**config.mk**
```make
export PLATFORM = sky130hd
export DESIGN_NAME = sacfl_way_select
export DESIGN_NICKNAME = d
export VERILOG_FILES = /design/src/sv/sacfl_pkg.sv /design/src/sv/sacfl_way_select.sv
export SDC_FILE = /design/constraint.sdc
export NUM_CORES = 1
export LEC_CHECK = 0
export BUFFER_PORTS_ARGS = -buffer_cell sky130_fd_sc_hd__buf_2
export CORE_ASPECT_RATIO = 0.9
export CORE_UTILIZATION = 36
export DETAILED_ROUTE_END_ITERATION = 16
export PLACE_DENSITY = 0.84
export SLEW_MARGIN = 0
export SYNTH_ARGS = -nofsm -noshare
export SYNTH_HDL_FRONTEND = slang
export SYNTH_SLANG_ARGS = --single-unit
export TNS_END_PERCENT = 5
```
**constraint.sdc**
```tcl
create_clock -name vclk -period 1.3
set_input_delay 0.065 -clock vclk [all_inputs]
set_output_delay 0.065 -clock vclk [all_outputs]
set_load 0.02 [all_outputs]
```
**src/sv/sacfl_pkg.sv**
```systemverilog
// ---------------------------------------------------------------------------
// sacfl_pkg
// Shared constants and types for the set-associative cache lookup with FIFO
// replacement.
// ---------------------------------------------------------------------------
package sacfl_pkg;

   localparam int OFFSET_BITS  = 4;
   localparam int INDEX_BITS   = 6;
   localparam int WAYS         = 4;
   localparam int ADDRESS_BITS = 32;

   localparam int ADDR_W    = 32;
   localparam int WAY_OUT_W = 2;
   localparam int COUNT_W   = 32;

   localparam int TAG_BITS_RAW = ADDRESS_BITS - OFFSET_BITS - INDEX_BITS;
   localparam int TAG_BITS     = (TAG_BITS_RAW > 0) ? TAG_BITS_RAW : 0;
   localparam int TAG_W        = (TAG_BITS > 0) ? TAG_BITS : 1;
   localparam int TAG_LSB      = OFFSET_BITS + INDEX_BITS;

   localparam int SET_COUNT = 1 << INDEX_BITS;
   localparam int SET_W     = (INDEX_BITS > 0) ? INDEX_BITS : 1;
   localparam int WAY_W     = (WAYS > 1) ? $clog2(WAYS) : 1;

   localparam logic [ADDR_W-1:0] ADDR_MASK =
      (ADDRESS_BITS >= ADDR_W) ? {ADDR_W{1'b1}} : ADDR_W'((64'd1 << ADDRESS_BITS) - 64'd1);
   localparam logic [TAG_W-1:0] TAG_MASK =
      (TAG_BITS > 0) ? {TAG_W{1'b1}} : {TAG_W{1'b0}};
   localparam logic [SET_W-1:0] SET_MASK =
      (INDEX_BITS > 0) ? {SET_W{1'b1}} : {SET_W{1'b0}};
   localparam logic [WAY_W-1:0] LAST_WAY = WAY_W'(WAYS - 1);
   localparam logic [COUNT_W-1:0] COUNT_MAX = {COUNT_W{1'b1}};

   typedef logic [TAG_W-1:0] tag_type;
   typedef logic [SET_W-1:0] set_type;
   typedef logic [WAY_W-1:0] way_type;
   typedef logic [COUNT_W-1:0] count_type;

   // one memory row: tags of all ways of a set plus the most recently filled way
   typedef struct packed {
      way_type                newest;
      logic [WAYS-1:0][TAG_W-1:0] tags;
   } row_type;

   typedef struct packed {
      logic    hit;
      way_type way;
   } pick_type;

   function automatic count_type sat_inc(input count_type v);
      sat_inc = (v == COUNT_MAX) ? v : v + count_type'(1);
   endfunction

endpackage

```
**src/sv/sacfl_way_select.sv**
```systemverilog
// ---------------------------------------------------------------------------
// sacfl_way_select
// Tag compare across the ways of a set; picks the hit way, else the first
// empty way, else the way after the newest one.
// ---------------------------------------------------------------------------
module sacfl_way_select (
   input  sacfl_pkg::row_type          row,
   input  logic [sacfl_pkg::WAYS-1:0]  filled,
   input  sacfl_pkg::tag_type          tag,
   output sacfl_pkg::pick_type         pick
);

   logic               hit;
   logic               empty_found;
   sacfl_pkg::way_type hit_way;
   sacfl_pkg::way_type empty_way;
   sacfl_pkg::way_type victim_way;

   always_comb begin
      hit         = 1'b0;
      hit_way     = '0;
      empty_found = 1'b0;
      empty_way   = '0;
      for (int w = 0; w < sacfl_pkg::WAYS; w++) begin
         if (!hit && filled[w] && (row.tags[w] == tag)) begin
            hit     = 1'b1;
            hit_way = sacfl_pkg::way_type'(w);
         end
         if (!empty_found && !filled[w]) begin
            empty_found = 1'b1;
            empty_way   = sacfl_pkg::way_type'(w);
         end
      end
      victim_way = (row.newest == sacfl_pkg::LAST_WAY) ? '0
                   : row.newest + sacfl_pkg::way_type'(1);
      priority if (hit) begin
         pick = '{hit: 1'b1, way: hit_way};
      end else if (empty_found) begin
         pick = '{hit: 1'b0, way: empty_way};
      end else begin
         pick = '{hit: 1'b0, way: victim_way};
      end
   end

endmodule

```
==> flow_summary.json <==
{
  "outcome": "complete, but fails checks",
  "violations": "setup timing",
  "antenna_found_initial": 0,
  "fin_crit_sh": 1.20,
  "final.setup.tns_ns": -0.676,
  "path_max_fanout": 4,
  "grt_pass1_vias": 1387,
  "avgViaCountPerCell": 4.75,
  "worst_slew_pin_slew_ns": 0.300,
  "dp_hpwl_um": 3580,
  "n_sequential_cell": 0,
  "critPathCaptureType": "output pin",
  "dr_wl_met2_um": 2080,
  "dieArea_um2": 3230,
  "ys_seq_area_frac": 0,
  "die_h_um": 54.0,
  "holdPathStages": 4,
  "synth_cells": 135,
  "fin_crit_ns": 1.56,
  "ir_worst_vdd_v": 0.000177,
  "grt_max_degree": 5,
  "finalCoreUtilization": 0.677,
  "power.switching_mw": 0.265,
  "hold_viol": 0,
  "crit_required_ns": 1.24,
  "drt_iter0_markers": 27,
  "final_antenna_net_count": 0,
  "overflow": 0,
  "cp_data_arrival_time_ns": 1.49,
  "drt-met1-wl_um": 1550,
  "clockPowerShare": 0,
  "routedWlPerCell_um": 12.7,
  "fin_nets": 387,
  "layout_commonest_cell": "buf_2",
  "hold_class": "input pin to output pin",
  "fmax_mhz": 641,
  "critPathKind": "input pin to output pin",
  "yosys_warnings": 0,
  "top_layer": "met4",
  "initial_core_util": 0.388,
  "worst_slack_ns": -0.260,
  "grt_use_total": 0.235,
  "syn_area_um2": 1080,
  "maxSlewViolCount": 0,
  "diodes": 0,
  "post_cts_buffers": 0,
  "crit_path_start_kind": "input pin",
  "fp.dieW_um": 59.8,
  "ys_types": 20,
  "area_delta_synth_final_pct": 74.8,
  "rsz0062_at_grt": "yes",
  "core_um2": 2790,
  "vias": 1462,
  "syn_avg_cell_area_um2": 8.02,
  "p_int_mw": 0.330,
  "drive_gt1_frac": 0.526,
  "wl_met3_um": 234,
  "wl_um": 3900,
  "power.density_nw_per_um2": 315,
  "maxSlewHeadroom": 0.798,
  "regArea_um2": 0,
  "fillCellCount": 265,
  "pwr-share-seq": 0,
  "combPwrFrac": 1.000,
  "synth_nets": 252,
  "drc_errors": 0,
  "place_congestion": 0.856,
  "dr.pass1.iters": 4,
  "swShare": 0.445,
  "io_pins": 119,
  "port_buffers": 119,
  "layout_common_cells": "113 x buf_2, 45 x xor2_1, 43 x xnor2_1, 17 x buf_4, 13 x nand4_1",
  "setup_violations": 3,
  "nClkBuffers": 0,
  "rows": 18,
  "maxCapViolations": 0,
  "grt_first_pass_wirelength_um": 5660,
  "leakagePower_nw": 0.909
}
-- logic make-up after synthesis --
| group | count (synthesis) | synth area share |
|---|---|---|
| AND/OR/NAND/NOR | 38 | 0.219 |
| XOR/XNOR | 88 | 0.712 |
| buffers and inverters | 2 | 0.0116 |
| adder cells (fa/ha/maj) | 1 | 0.0116 |
| AO/OA/AOI/OAI | 6 | 0.0462 |
-- power by group through the flow --
stage	Clock, mW	Combinational, mW	Sequential (mW)
after floorplan	0	0.262	0
after global placement	0	0.571	0
after detailed placement	0	0.583	0
after CTS	0	0.597	0
after global routing	0	0.651	0
final	0	0.595	0
-- stage by stage --
| stage | hold WS (ns) | std cells | setup WS [ns] | power, mW | area (µm²) |
|---|---|---|---|---|---|
| 2_1_floorplan | 0.368 | 135 | 0.00190 | 0.262 | 1090 |
| 3_3_place_gp | 0.570 | 308 | -0.308 | 0.571 | 1840 |
| 3_5_place_dp | 0.592 | 308 | -0.336 | 0.583 | 1840 |
| 4_1_cts | 0.595 | 308 | -0.281 | 0.597 | 1890 |
| 5_1_grt | 0.629 | 308 | -0.386 | 0.651 | 1890 |
| 6_report | 0.601 | 308 | -0.260 | 0.595 | 1890 |
-- cell usage after synthesis --
cell type / number / area [µm²]
a21oi_1: 1 / 5.00
a21bo_1: 1 / 10.0
clkbuf_2: 1 / 5.00
o211ai_1: 1 / 7.51
xnor2_1: 43 / 377
o41ai_2: 1 / 16.3
nor4_4: 1 / 21.3
ha_1: 1 / 12.5
nand3_1: 2 / 10.0
buf_4: 1 / 7.51
nand4_1: 13 / 81.3
o21ai_0: 1 / 5.00
nor4_1: 11 / 68.8
a31oi_1: 1 / 6.26
xor2_1: 45 / 394
nand2_1: 6 / 22.5
nor2_1: 2 / 7.51
nand3b_1: 1 / 7.51
nor3_1: 1 / 5.00
nor4_2: 1 / 12.5
-- area by class of cell --
type / count / area, µm² / share of cell area
well taps: 40 / 50.0 / 0.0265
repair buffers: 135 / 753 / 0.398
multi-input cells: 133 / 1090 / 0.575
-- routing by layer --
layer	GRT usage	vias to the layer above
met5	0	-
met4	0.0310	0
met3	0.0168	4
met2	0.489	67
met1	0.262	654
li1	-	737
-- critical path: stages --
cell,delay (ns)
buf_2,0.14
xor2_1,0.17
nor4_4,0.26
nand4_1,0.21
o41ai_2,0.28
buf_4,0.16
a31oi_2,0.03
buf_4,0.17
-- what timing repair did --
item,CTS,global route
endpoints found under the setup margin,3,3
hold buffers,0,0
pin swaps,2,3
gates resized for setup,12,1
-- final timing paths --
kind       from  endpoint  slack (ns)
max     tag[12]   pick[1]       -0.26
min   filled[1]   pick[1]        0.60
Note: power is estimated with default switching activity, not from simulation.
